==> src/design/pbs_pkg.sv <==
// Shared types and constants for the positional bag store.
// Request and result records, operation and status codes, sequencer states.
// No dependencies.
`default_nettype none

package pbs_pkg;

    localparam int CAPACITY_DEF   = 256;
    localparam int DATA_WIDTH_DEF = 32;

    localparam int OP_W     = 4;
    localparam int VALUE_W  = 32;
    localparam int POS_W    = 10;
    localparam int STATUS_W = 3;
    localparam int DOUT_W   = 32;
    localparam int SIZE_W   = 9;

    typedef enum logic [OP_W-1:0] {
        OP_ADD      = 4'd0,
        OP_REMOVE   = 4'd1,
        OP_CONTAINS = 4'd2,
        OP_COUNT    = 4'd3,
        OP_GET      = 4'd4,
        OP_SET      = 4'd5,
        OP_INSERT   = 4'd6,
        OP_PUSHBACK = 4'd7,
        OP_POPFRONT = 4'd8,
        OP_POPBACK  = 4'd9,
        OP_CLEAR    = 4'd10
    } t_op;

    typedef enum logic [STATUS_W-1:0] {
        ST_OK       = 3'd0,
        ST_BADPOS   = 3'd1,
        ST_NOTFOUND = 3'd2,
        ST_FULL     = 3'd3,
        ST_EMPTY    = 3'd4
    } t_status;

    typedef enum logic [2:0] {
        S_IDLE,
        S_SCAN,
        S_HEAD_RD,
        S_HEAD_WR,
        S_GET,
        S_SHIFT,
        S_DONE
    } t_state;

    typedef struct packed {
        t_op                       op;
        logic signed [VALUE_W-1:0] value;
        logic signed [POS_W-1:0]   pos;
    } t_req;

    typedef struct packed {
        t_status                  status;
        logic signed [DOUT_W-1:0] data;
        logic [SIZE_W-1:0]        size;
    } t_result;

endpackage

`default_nettype wire

==> src/design/pbs_seq.sv <==
// Sequencer for the positional bag store: circular head/count pointers,
// scan, shift and read-modify-write steps against the entry RAM.
// Depends on pbs_pkg.
`default_nettype none

module pbs_seq #(
    parameter int CAPACITY   = pbs_pkg::CAPACITY_DEF,
    parameter int DATA_WIDTH = pbs_pkg::DATA_WIDTH_DEF
) (
    input  wire logic                        i_clk,
    input  wire logic                        i_rst_n,
    input  wire logic                        i_req_valid,
    output logic                             o_req_stall,
    input  wire pbs_pkg::t_req               i_req,
    output logic                             o_res_valid,
    input  wire logic                        i_res_stall,
    output pbs_pkg::t_result                 o_res,
    output logic                             o_wr_en,
    output logic [$clog2(CAPACITY)-1:0]      o_wr_addr,
    output logic [DATA_WIDTH-1:0]            o_wr_data,
    output logic                             o_rd_en,
    output logic [$clog2(CAPACITY)-1:0]      o_rd_addr,
    input  wire logic [DATA_WIDTH-1:0]       i_rd_data
);

    localparam int AW   = $clog2(CAPACITY);
    localparam int CW   = $clog2(CAPACITY + 1);
    localparam int SUMW = CW + 1;
    localparam int SW   = (CW + 2 > pbs_pkg::POS_W + 1) ? CW + 2 : pbs_pkg::POS_W + 1;
    localparam int SZW  = pbs_pkg::SIZE_W;
    localparam int DOW  = pbs_pkg::DOUT_W;
    localparam int DW   = DATA_WIDTH;

    pbs_pkg::t_state  r_state, n_state;
    logic [AW-1:0]    r_head, n_head;
    logic [CW-1:0]    r_count, n_count;
    pbs_pkg::t_op     r_op, n_op;
    logic [DW-1:0]    r_val, n_val;
    logic [CW-1:0]    r_idx, n_idx;
    logic [CW-1:0]    r_pos, n_pos;
    logic [CW-1:0]    r_hits, n_hits;
    logic [AW-1:0]    r_match, n_match;
    logic             r_pend, n_pend;
    logic [AW-1:0]    r_pend_addr, n_pend_addr;
    pbs_pkg::t_result r_res, n_res;

    logic             w_accept;
    logic             w_full;
    logic             w_empty;
    logic [DW-1:0]    w_val;
    logic signed [SW-1:0] w_pos;
    logic signed [SW-1:0] w_cnt;
    logic signed [SW-1:0] w_neg_idx;
    logic signed [SW-1:0] w_res_idx;
    logic [CW-1:0]    w_idx;
    logic             w_pos_ok;
    logic             w_ins_ok;
    logic [AW-1:0]    w_head_inc;
    logic [AW-1:0]    w_head_dec;
    logic             w_match;
    logic             w_scan_end;
    logic             w_shift_end;

    function automatic logic [AW-1:0] f_phys(input logic [AW-1:0] base,
                                             input logic [CW-1:0] ofs);
        logic [SUMW-1:0] sum;
        sum = SUMW'(base) + SUMW'(ofs);
        if (sum >= SUMW'(CAPACITY)) begin
            sum = sum - SUMW'(CAPACITY);
        end
        return sum[AW-1:0];
    endfunction

    assign w_accept    = i_req_valid && (r_state == pbs_pkg::S_IDLE);
    assign o_req_stall = (r_state != pbs_pkg::S_IDLE);
    assign w_full      = (r_count == CW'(CAPACITY));
    assign w_empty     = (r_count == '0);
    assign w_val       = DW'($signed(i_req.value));

    assign w_pos     = SW'($signed(i_req.pos));
    assign w_cnt     = SW'(r_count);
    assign w_neg_idx = w_cnt + w_pos;
    assign w_pos_ok  = w_pos[SW-1] ? (w_neg_idx >= 0) : (w_pos < w_cnt);
    assign w_res_idx = w_pos[SW-1] ? w_neg_idx : w_pos;
    assign w_idx     = w_res_idx[CW-1:0];
    assign w_ins_ok  = !w_pos[SW-1] && (w_pos <= w_cnt);

    assign w_head_inc = (r_head == AW'(CAPACITY - 1)) ? '0 : r_head + AW'(1);
    assign w_head_dec = (r_head == '0) ? AW'(CAPACITY - 1) : r_head - AW'(1);

    assign w_match     = r_pend && (i_rd_data == r_val);
    assign w_scan_end  = !r_pend && (r_idx == r_count);
    assign w_shift_end = !r_pend && (r_idx == r_pos);

    // next state
    always_comb begin
        n_state = r_state;
        unique case (r_state)
            pbs_pkg::S_IDLE: begin
                if (i_req_valid) begin
                    unique case (i_req.op)
                        pbs_pkg::OP_GET: begin
                            n_state = w_pos_ok ? pbs_pkg::S_GET : pbs_pkg::S_DONE;
                        end
                        pbs_pkg::OP_COUNT, pbs_pkg::OP_CONTAINS, pbs_pkg::OP_REMOVE: begin
                            n_state = pbs_pkg::S_SCAN;
                        end
                        pbs_pkg::OP_INSERT: begin
                            n_state = (w_ins_ok && !w_full) ? pbs_pkg::S_SHIFT
                                                            : pbs_pkg::S_DONE;
                        end
                        default: begin
                            n_state = pbs_pkg::S_DONE;
                        end
                    endcase
                end
            end
            pbs_pkg::S_SCAN: begin
                priority if (r_op == pbs_pkg::OP_REMOVE && w_match) begin
                    n_state = pbs_pkg::S_HEAD_RD;
                end else if (w_scan_end) begin
                    n_state = pbs_pkg::S_DONE;
                end else begin
                    n_state = pbs_pkg::S_SCAN;
                end
            end
            pbs_pkg::S_HEAD_RD: n_state = pbs_pkg::S_HEAD_WR;
            pbs_pkg::S_HEAD_WR: n_state = pbs_pkg::S_DONE;
            pbs_pkg::S_GET:     n_state = pbs_pkg::S_DONE;
            pbs_pkg::S_SHIFT: begin
                if (w_shift_end) begin
                    n_state = pbs_pkg::S_DONE;
                end
            end
            pbs_pkg::S_DONE: begin
                if (!i_res_stall) begin
                    n_state = pbs_pkg::S_IDLE;
                end
            end
            default: n_state = pbs_pkg::S_IDLE;
        endcase
    end

    // datapath and memory control
    always_comb begin
        n_head      = r_head;
        n_count     = r_count;
        n_op        = r_op;
        n_val       = r_val;
        n_idx       = r_idx;
        n_pos       = r_pos;
        n_hits      = r_hits;
        n_match     = r_match;
        n_pend      = 1'b0;
        n_pend_addr = r_pend_addr;
        n_res       = r_res;
        o_wr_en     = 1'b0;
        o_wr_addr   = '0;
        o_wr_data   = r_val;
        o_rd_en     = 1'b0;
        o_rd_addr   = '0;
        o_res_valid = 1'b0;

        unique case (r_state)
            pbs_pkg::S_IDLE: begin
                if (w_accept) begin
                    n_op        = i_req.op;
                    n_val       = w_val;
                    n_idx       = '0;
                    n_hits      = '0;
                    n_res.status = pbs_pkg::ST_OK;
                    n_res.data   = '0;
                    unique case (i_req.op)
                        pbs_pkg::OP_ADD: begin
                            if (w_full) begin
                                n_res.status = pbs_pkg::ST_FULL;
                            end else begin
                                n_head    = w_head_dec;
                                o_wr_en   = 1'b1;
                                o_wr_addr = w_head_dec;
                                o_wr_data = w_val;
                                n_count   = r_count + CW'(1);
                            end
                        end
                        pbs_pkg::OP_GET: begin
                            if (w_pos_ok) begin
                                o_rd_en   = 1'b1;
                                o_rd_addr = f_phys(r_head, w_idx);
                            end else begin
                                n_res.status = pbs_pkg::ST_BADPOS;
                            end
                        end
                        pbs_pkg::OP_SET: begin
                            if (w_pos_ok) begin
                                o_wr_en   = 1'b1;
                                o_wr_addr = f_phys(r_head, w_idx);
                                o_wr_data = w_val;
                            end else begin
                                n_res.status = pbs_pkg::ST_BADPOS;
                            end
                        end
                        pbs_pkg::OP_INSERT: begin
                            priority if (!w_ins_ok) begin
                                n_res.status = pbs_pkg::ST_BADPOS;
                            end else if (w_full) begin
                                n_res.status = pbs_pkg::ST_FULL;
                            end else begin
                                n_idx = r_count;
                                n_pos = w_pos[CW-1:0];
                            end
                        end
                        pbs_pkg::OP_PUSHBACK: begin
                            if (w_full) begin
                                n_res.status = pbs_pkg::ST_FULL;
                            end else begin
                                o_wr_en   = 1'b1;
                                o_wr_addr = f_phys(r_head, r_count);
                                o_wr_data = w_val;
                                n_count   = r_count + CW'(1);
                            end
                        end
                        pbs_pkg::OP_POPFRONT: begin
                            if (w_empty) begin
                                n_res.status = pbs_pkg::ST_EMPTY;
                            end else begin
                                n_head  = w_head_inc;
                                n_count = r_count - CW'(1);
                            end
                        end
                        pbs_pkg::OP_POPBACK: begin
                            if (w_empty) begin
                                n_res.status = pbs_pkg::ST_EMPTY;
                            end else begin
                                n_count = r_count - CW'(1);
                            end
                        end
                        pbs_pkg::OP_CLEAR: begin
                            n_count = '0;
                        end
                        default: begin
                        end
                    endcase
                end
            end
            pbs_pkg::S_SCAN: begin
                if (r_idx != r_count) begin
                    o_rd_en     = 1'b1;
                    o_rd_addr   = f_phys(r_head, r_idx);
                    n_idx       = r_idx + CW'(1);
                    n_pend      = 1'b1;
                    n_pend_addr = f_phys(r_head, r_idx);
                end
                if (w_match) begin
                    n_hits  = r_hits + CW'(1);
                    n_match = r_pend_addr;
                end
                if (w_scan_end) begin
                    unique case (r_op)
                        pbs_pkg::OP_COUNT: n_res.data = DOW'(r_hits);
                        pbs_pkg::OP_CONTAINS: n_res.data = DOW'(r_hits != '0);
                        default: begin
                            n_res.status = pbs_pkg::ST_NOTFOUND;
                            n_res.data   = '0;
                        end
                    endcase
                end
            end
            pbs_pkg::S_HEAD_RD: begin
                o_rd_en   = 1'b1;
                o_rd_addr = r_head;
            end
            pbs_pkg::S_HEAD_WR: begin
                o_wr_en      = 1'b1;
                o_wr_addr    = r_match;
                o_wr_data    = i_rd_data;
                n_head       = w_head_inc;
                n_count      = r_count - CW'(1);
                n_res.status = pbs_pkg::ST_OK;
                n_res.data   = DOW'(1);
            end
            pbs_pkg::S_GET: begin
                n_res.data = DOW'($signed(i_rd_data));
            end
            pbs_pkg::S_SHIFT: begin
                if (r_pend) begin
                    o_wr_en   = 1'b1;
                    o_wr_addr = r_pend_addr;
                    o_wr_data = i_rd_data;
                end
                if (r_idx != r_pos) begin
                    o_rd_en     = 1'b1;
                    o_rd_addr   = f_phys(r_head, r_idx - CW'(1));
                    n_idx       = r_idx - CW'(1);
                    n_pend      = 1'b1;
                    n_pend_addr = f_phys(r_head, r_idx);
                end else if (!r_pend) begin
                    o_wr_en   = 1'b1;
                    o_wr_addr = f_phys(r_head, r_pos);
                    o_wr_data = r_val;
                    n_count   = r_count + CW'(1);
                end
            end
            pbs_pkg::S_DONE: begin
                o_res_valid = 1'b1;
            end
            default: begin
            end
        endcase

        n_res.size = SZW'(n_count);
    end

    assign o_res = r_res;

    always_ff @(posedge i_clk) begin
        if (!i_rst_n) begin
            r_state <= pbs_pkg::S_IDLE;
            r_head  <= '0;
            r_count <= '0;
            r_pend  <= 1'b0;
        end else begin
            r_state <= n_state;
            r_head  <= n_head;
            r_count <= n_count;
            r_pend  <= n_pend;
        end
    end

    always_ff @(posedge i_clk) begin
        r_op        <= n_op;
        r_val       <= n_val;
        r_idx       <= n_idx;
        r_pos       <= n_pos;
        r_hits      <= n_hits;
        r_match     <= n_match;
        r_pend_addr <= n_pend_addr;
        r_res       <= n_res;
    end

    a_count_bound: assert property (@(posedge i_clk) disable iff (!i_rst_n)
        r_count <= CW'(CAPACITY))
        else $error("entry count beyond capacity");

    a_head_bound: assert property (@(posedge i_clk) disable iff (!i_rst_n)
        r_head <= AW'(CAPACITY - 1))
        else $error("head pointer out of range");

    a_rw_clash: assert property (@(posedge i_clk) disable iff (!i_rst_n)
        (o_wr_en && o_rd_en) |-> (o_wr_addr != o_rd_addr))
        else $error("read and write to the same entry in one cycle");

    a_accept_busy: assert property (@(posedge i_clk) disable iff (!i_rst_n)
        w_accept |=> (r_state != pbs_pkg::S_IDLE))
        else $error("sequencer idle after accepting a transaction");

    a_done_hold: assert property (@(posedge i_clk) disable iff (!i_rst_n)
        (r_state == pbs_pkg::S_DONE && i_res_stall) |=>
            (r_state == pbs_pkg::S_DONE && $stable(r_res)))
        else $error("pending result lost while stalled");

endmodule

`default_nettype wire

==> config.mk <==
export PLATFORM = sky130hd
export DESIGN_NAME = pbs_seq
export DESIGN_NICKNAME = d
export VERILOG_FILES = /design/src/design/pbs_pkg.sv /design/src/design/pbs_seq.sv
export SDC_FILE = /design/constraint.sdc
export NUM_CORES = 1
export LEC_CHECK = 0
export ABC_AREA = 1
export BUFFER_PORTS_ARGS = -buffer_cell sky130_fd_sc_hd__clkbuf_2
export CORE_AREA = 2 2 153 155
export CTS_BUF_LIST = sky130_fd_sc_hd__clkbuf_16
export CTS_CLUSTER_SIZE = 12
export DETAILED_ROUTE_END_ITERATION = 10
export DIE_AREA = 0 0 155 157
export PLACE_DENSITY = 0.82
export SKIP_LAST_GASP = 1
export SLEW_MARGIN = 25
export SYNTH_ARGS = -nofsm -noshare
export SYNTH_HDL_FRONTEND = slang
export SYNTH_SLANG_ARGS = --single-unit
==> constraint.sdc <==
create_clock -name i_clk -period 5.4 [get_ports i_clk]
set_input_delay 1.08 -clock i_clk [delete_from_list [all_inputs] [get_ports i_clk]]
set_output_delay 1.08 -clock i_clk [all_outputs]
set_load 0.01 [all_outputs]
==> run_results.csv <==
group,metric,value,unit
logic_synthesis,synth.area.top_cells,"edfxtp_1 28%, nand2_1 15%, ha_1 6.4%, inv_1 6.3%, nand3_1 5.4%",
clock_network,clock_latency,0.44,ns
logic_synthesis,ys_seq_area_share,32.6,%
power_and_ir_drop,cell_internal_pwr,3.55,mW
route,firstDrtPassIters,6,
timing,finalHoldViolCount,0,
timing,slew-limit-headroom,31.3,%
logic_synthesis,syn_area,12300,um2
placement,dp_hpwl,31.4,mm
placement,placedCellCount,2155,
floorplanning,coreArea,22500,um2
critical_path,critical_path.cell_chain,"clkbuf_2, ha_1, fa_1, nand2_1, o21ai_0, inv_1, fa_1, o21ai_0, nand2_1, nand2_1, a21oi_1, xnor2_1, nand2_1, nand3_1, nand2_1, o211ai_1, clkbuf_2",
floorplanning,die_w,155,um
critical_path,cp_num_buf_inv,3,
power_and_ir_drop,seq_power_share,29.5,%
logic_synthesis,synth_top_area_share,27.8,%
floorplanning,die_y,157,um
logic_synthesis,yosys.cell_types.count,58,
clock_network,hold_buffers,0,
critical_path,reg2reg_from,"r_count[7]$_SDFF_PN0_",
hold_path,hold_start,"r_pend_addr[4]$_DFFE_PP_",
floorplanning,fp-row-count,55,
placement,portBuffers,177,
power_and_ir_drop,p_leak,6.71,nW
timing,rsz0062_at_grt,"no",
final_layout,n_fill_cell,2000,
power_and_ir_drop,combPwrFrac,54.6,%
placement,routabilityCongestion,1.01,
timing,worst_pin_slew,1.03,ns
clock_network,cts_tree,"yes",
grt,grt_pass1_vias,12260,
critical_path,critPathSlowestCell,"fa_1",
grt,grt_max_degree,44,
route,detail-route-antenna-nets,0,
power_and_ir_drop,clockPowerShare,15.9,%
clock_network,cts_buffers,17,
route,finalWirelength,42.1,mm
power_and_ir_drop,ir_drop,0.274,mV
critical_path,reg2reg_depth,10,
timing,skew,0.0109,ns
power_and_ir_drop,power.density,505,nW/um2
timing,final_max_slew_viol_count,0,
grt,grt_pass1_wl,64.6,mm
critical_path,start_kind,"primary input",
critical_path,path_delay_family,"adder cells",
final_layout,seq_area,4030,um2
clock_network,clk_path_buf_depth,2,
run_status,status,"completed",
clock_network,cts_setup_buffers,0,
logic_synthesis,yosys_warnings,0,
logic_synthesis,yosysTopAreaCell,"edfxtp_1",
logic_synthesis,ys_ff_latch,144,
floorplanning,io_pins,178,
clock_network,clockRootBuffer,"clkbuf_16",
critical_path,critPathRequiredTime,4.32,ns
floorplanning,dieArea,24300,um2
route,wl_per_cell,19.2,um
final_layout,drive_gt1_share,15.5,%
timing,finalCriticalPeriod,4.98,ns
logic_synthesis,synthFlopType,"edfxtp_1",
grt,grt_use_total,34.0,%
final_layout,antenna_cells,0,
power_and_ir_drop,swShare,49.6,%
critical_path,critPathCaptureType,"primary output",
timing,fmax,201,MHz
job,cap_violations,0,
critical_path,crit_start,"i_req[0]",
route,num_vias,13285,
floorplanning,start_util,54.8,%
timing,finalSetupTns,0,ns
timing,period_share,92.3,%
critical_path,path_max_fanout,4,
logic_synthesis,synthCells,1738,
clock_network,clkTransAtPathRegs,0.07,ns
final_layout,nets,2041,
logic_synthesis,synth.most_common_cell,"nand2_1",
route,viasPerCell,6.07,
critical_path,critical-path-max-stage-delay,0.49,ns
route,route.detailed.drc,0,
grt,antenna_found_initial,0,
clock_network,cts.sinks,144,
logic_synthesis,avgSynthCellArea,7.09,um2
critical_path,cp.arrival,3.90,ns
critical_path,cp_common_cell,"nand2_1",
logic_synthesis,synthArstFlopShare,0,%
final_layout,syn_to_final_growth,13.3,%
final_layout,fin_util,62.1,%
timing,setup_violations,0,
final_layout,multiInputGateArea,7150,um2
grt,grt_overflow_total,0,
hold_path,hold_depth,0,
final_layout,final_area,14000,um2
logic_synthesis,synth_edf_count,114,
logic_synthesis,synth_top_cells_by_count,"503 x nand2_1, 206 x inv_1, 132 x nand3_1",
power_and_ir_drop,p_switching,3.50,mW
clock_network,ctsHtreeMaxLevel,4,
critical_path,worst-path-stages,17,
final_layout,stdcell_count,2188,
placement,place_area,13400,um2
clock_network,postCtsResizedCells,0,
route,drtIter0Drc,1660,
hold_path,hp-class,"flip-flop to flip-flop",
logic_synthesis,synth_nets,1889,
critical_path,path_class,"primary input to primary output",
[cell usage in the layout, fill, tap and decap left out, types with 5 or more instances in the layout]
master      Yosys  layout
a32oi_1        31      31
buf_4           2      17
o21ai_0        92      92
o221ai_1        7       7
a21oi_1        95      94
inv_6           0       5
nand4_1        26      26
nand2_2        13      14
inv_2          15      15
nor2_4          5       6
xnor2_1        23      23
o211ai_1       21      21
nor2_2          6       7
clkinvlp_4      0       5
o22ai_1        15      15
a22oi_1        15      15
inv_1         206     207
clkbuf_2        0     177
fa_1            6       6
o2111ai_1       8       8
clkbuf_16       0      17
nor3_1         18      18
xor2_1         42      42
nand2_1       503     502
a31oi_1         7       7
clkinv_1        6       7
ha_1           63      63
nand3_1       132     132
nor4_1          5       5
o21ai_1        11      11
edfxtp_1      114     114
dfxtp_1        30      29
nor2_1        120     118
or2_2           5       5
[path summary, 6_finish.rpt]
check	end	slack [ns]
worst max-delay path	o_wr_addr[6]	0.42
worst min-delay path	r_match[4]$_DFFE_PP_	0.46
worst max register to register	r_pos[2]$_DFFE_PP_	2.06
worst min register to register	r_match[4]$_DFFE_PP_	0.46
[area by class of cell]
cell class | count | share of cell area [%]
Clock buffer | 17 | 3.05
Clock inverter | 15 | 0.797
Inverter | 228 | 6.14
Multi-Input combinational cell | 1304 | 51.2
Sequential cell | 144 | 28.8
Tap cell | 285 | 2.55
Timing Repair Buffer | 195 | 7.45
[power by group through the flow]
| stage | Clock [mW] | Sequential, mW | Combinational [mW] |
|---|---|---|---|
| after global placement | 0 | 2.08 | 3.61 |
| after floorplan | 0 | 2.02 | 2.46 |
| after CTS | 1.12 | 2.07 | 3.71 |
| after global routing | 1.15 | 2.12 | 4.19 |
| after detailed placement | 0 | 2.09 | 3.68 |
| final | 1.12 | 2.08 | 3.85 |
[routing by layer]
layer	global-route usage [%]	share of wire [%]	up-vias	wire length, um
li1	-	-	6155	-
met1	44.1	38	5959	16100
met2	54.7	45	976	18900
met3	5.59	11	195	4670
met4	18.2	5.6	0	2370
met5	0	0	-	0
[cell families (layout without fill, tap and decap cells)]
logic type / count (synthesis) / in the layout / share of synthesized area (%)
buffers and inverters: 290 / 455 / 9.55
adders and majority gates: 69 / 69 / 7.37
and+or+nand+nor: 858 / 858 / 30.5
xor gates and xnor gates: 65 / 65 / 4.62
DFF: 144 / 144 / 32.6
AOI/OAI and AO/OA: 312 / 312 / 15.4
[worst register-to-register path: cells and delay by family, from the launching register on]
kind                       cells  cell delay [ns]
adders and majority gates      1             0.44
buffers and inverters          2             0.46
DFF                            1             0.59
and+or+nand+nor                7             1.48
[registers in the layout, summed over array words and instances, names as in the netlist]
register,cells
r_match,8
r_state,3
r_pend,1
r_pos,9
r_op,4
r_hits,9
o_res,44
r_val,32
r_pend_addr,8
r_head,8
r_idx,9
r_count,9
[per-stage QoR]
stage | power, mW | hold slack (ns) | setup WS, ns
after detailed placement | 5.77 | 0.448 | 0.469
after global routing | 7.46 | 0.472 | 0.204
after CTS | 6.90 | 0.461 | 0.370
after floorplan | 4.48 | 0.427 | 1.07
after global placement | 5.69 | 0.431 | 0.530
final | 7.05 | 0.459 | 0.416
(Power assumes the default switching activity.)
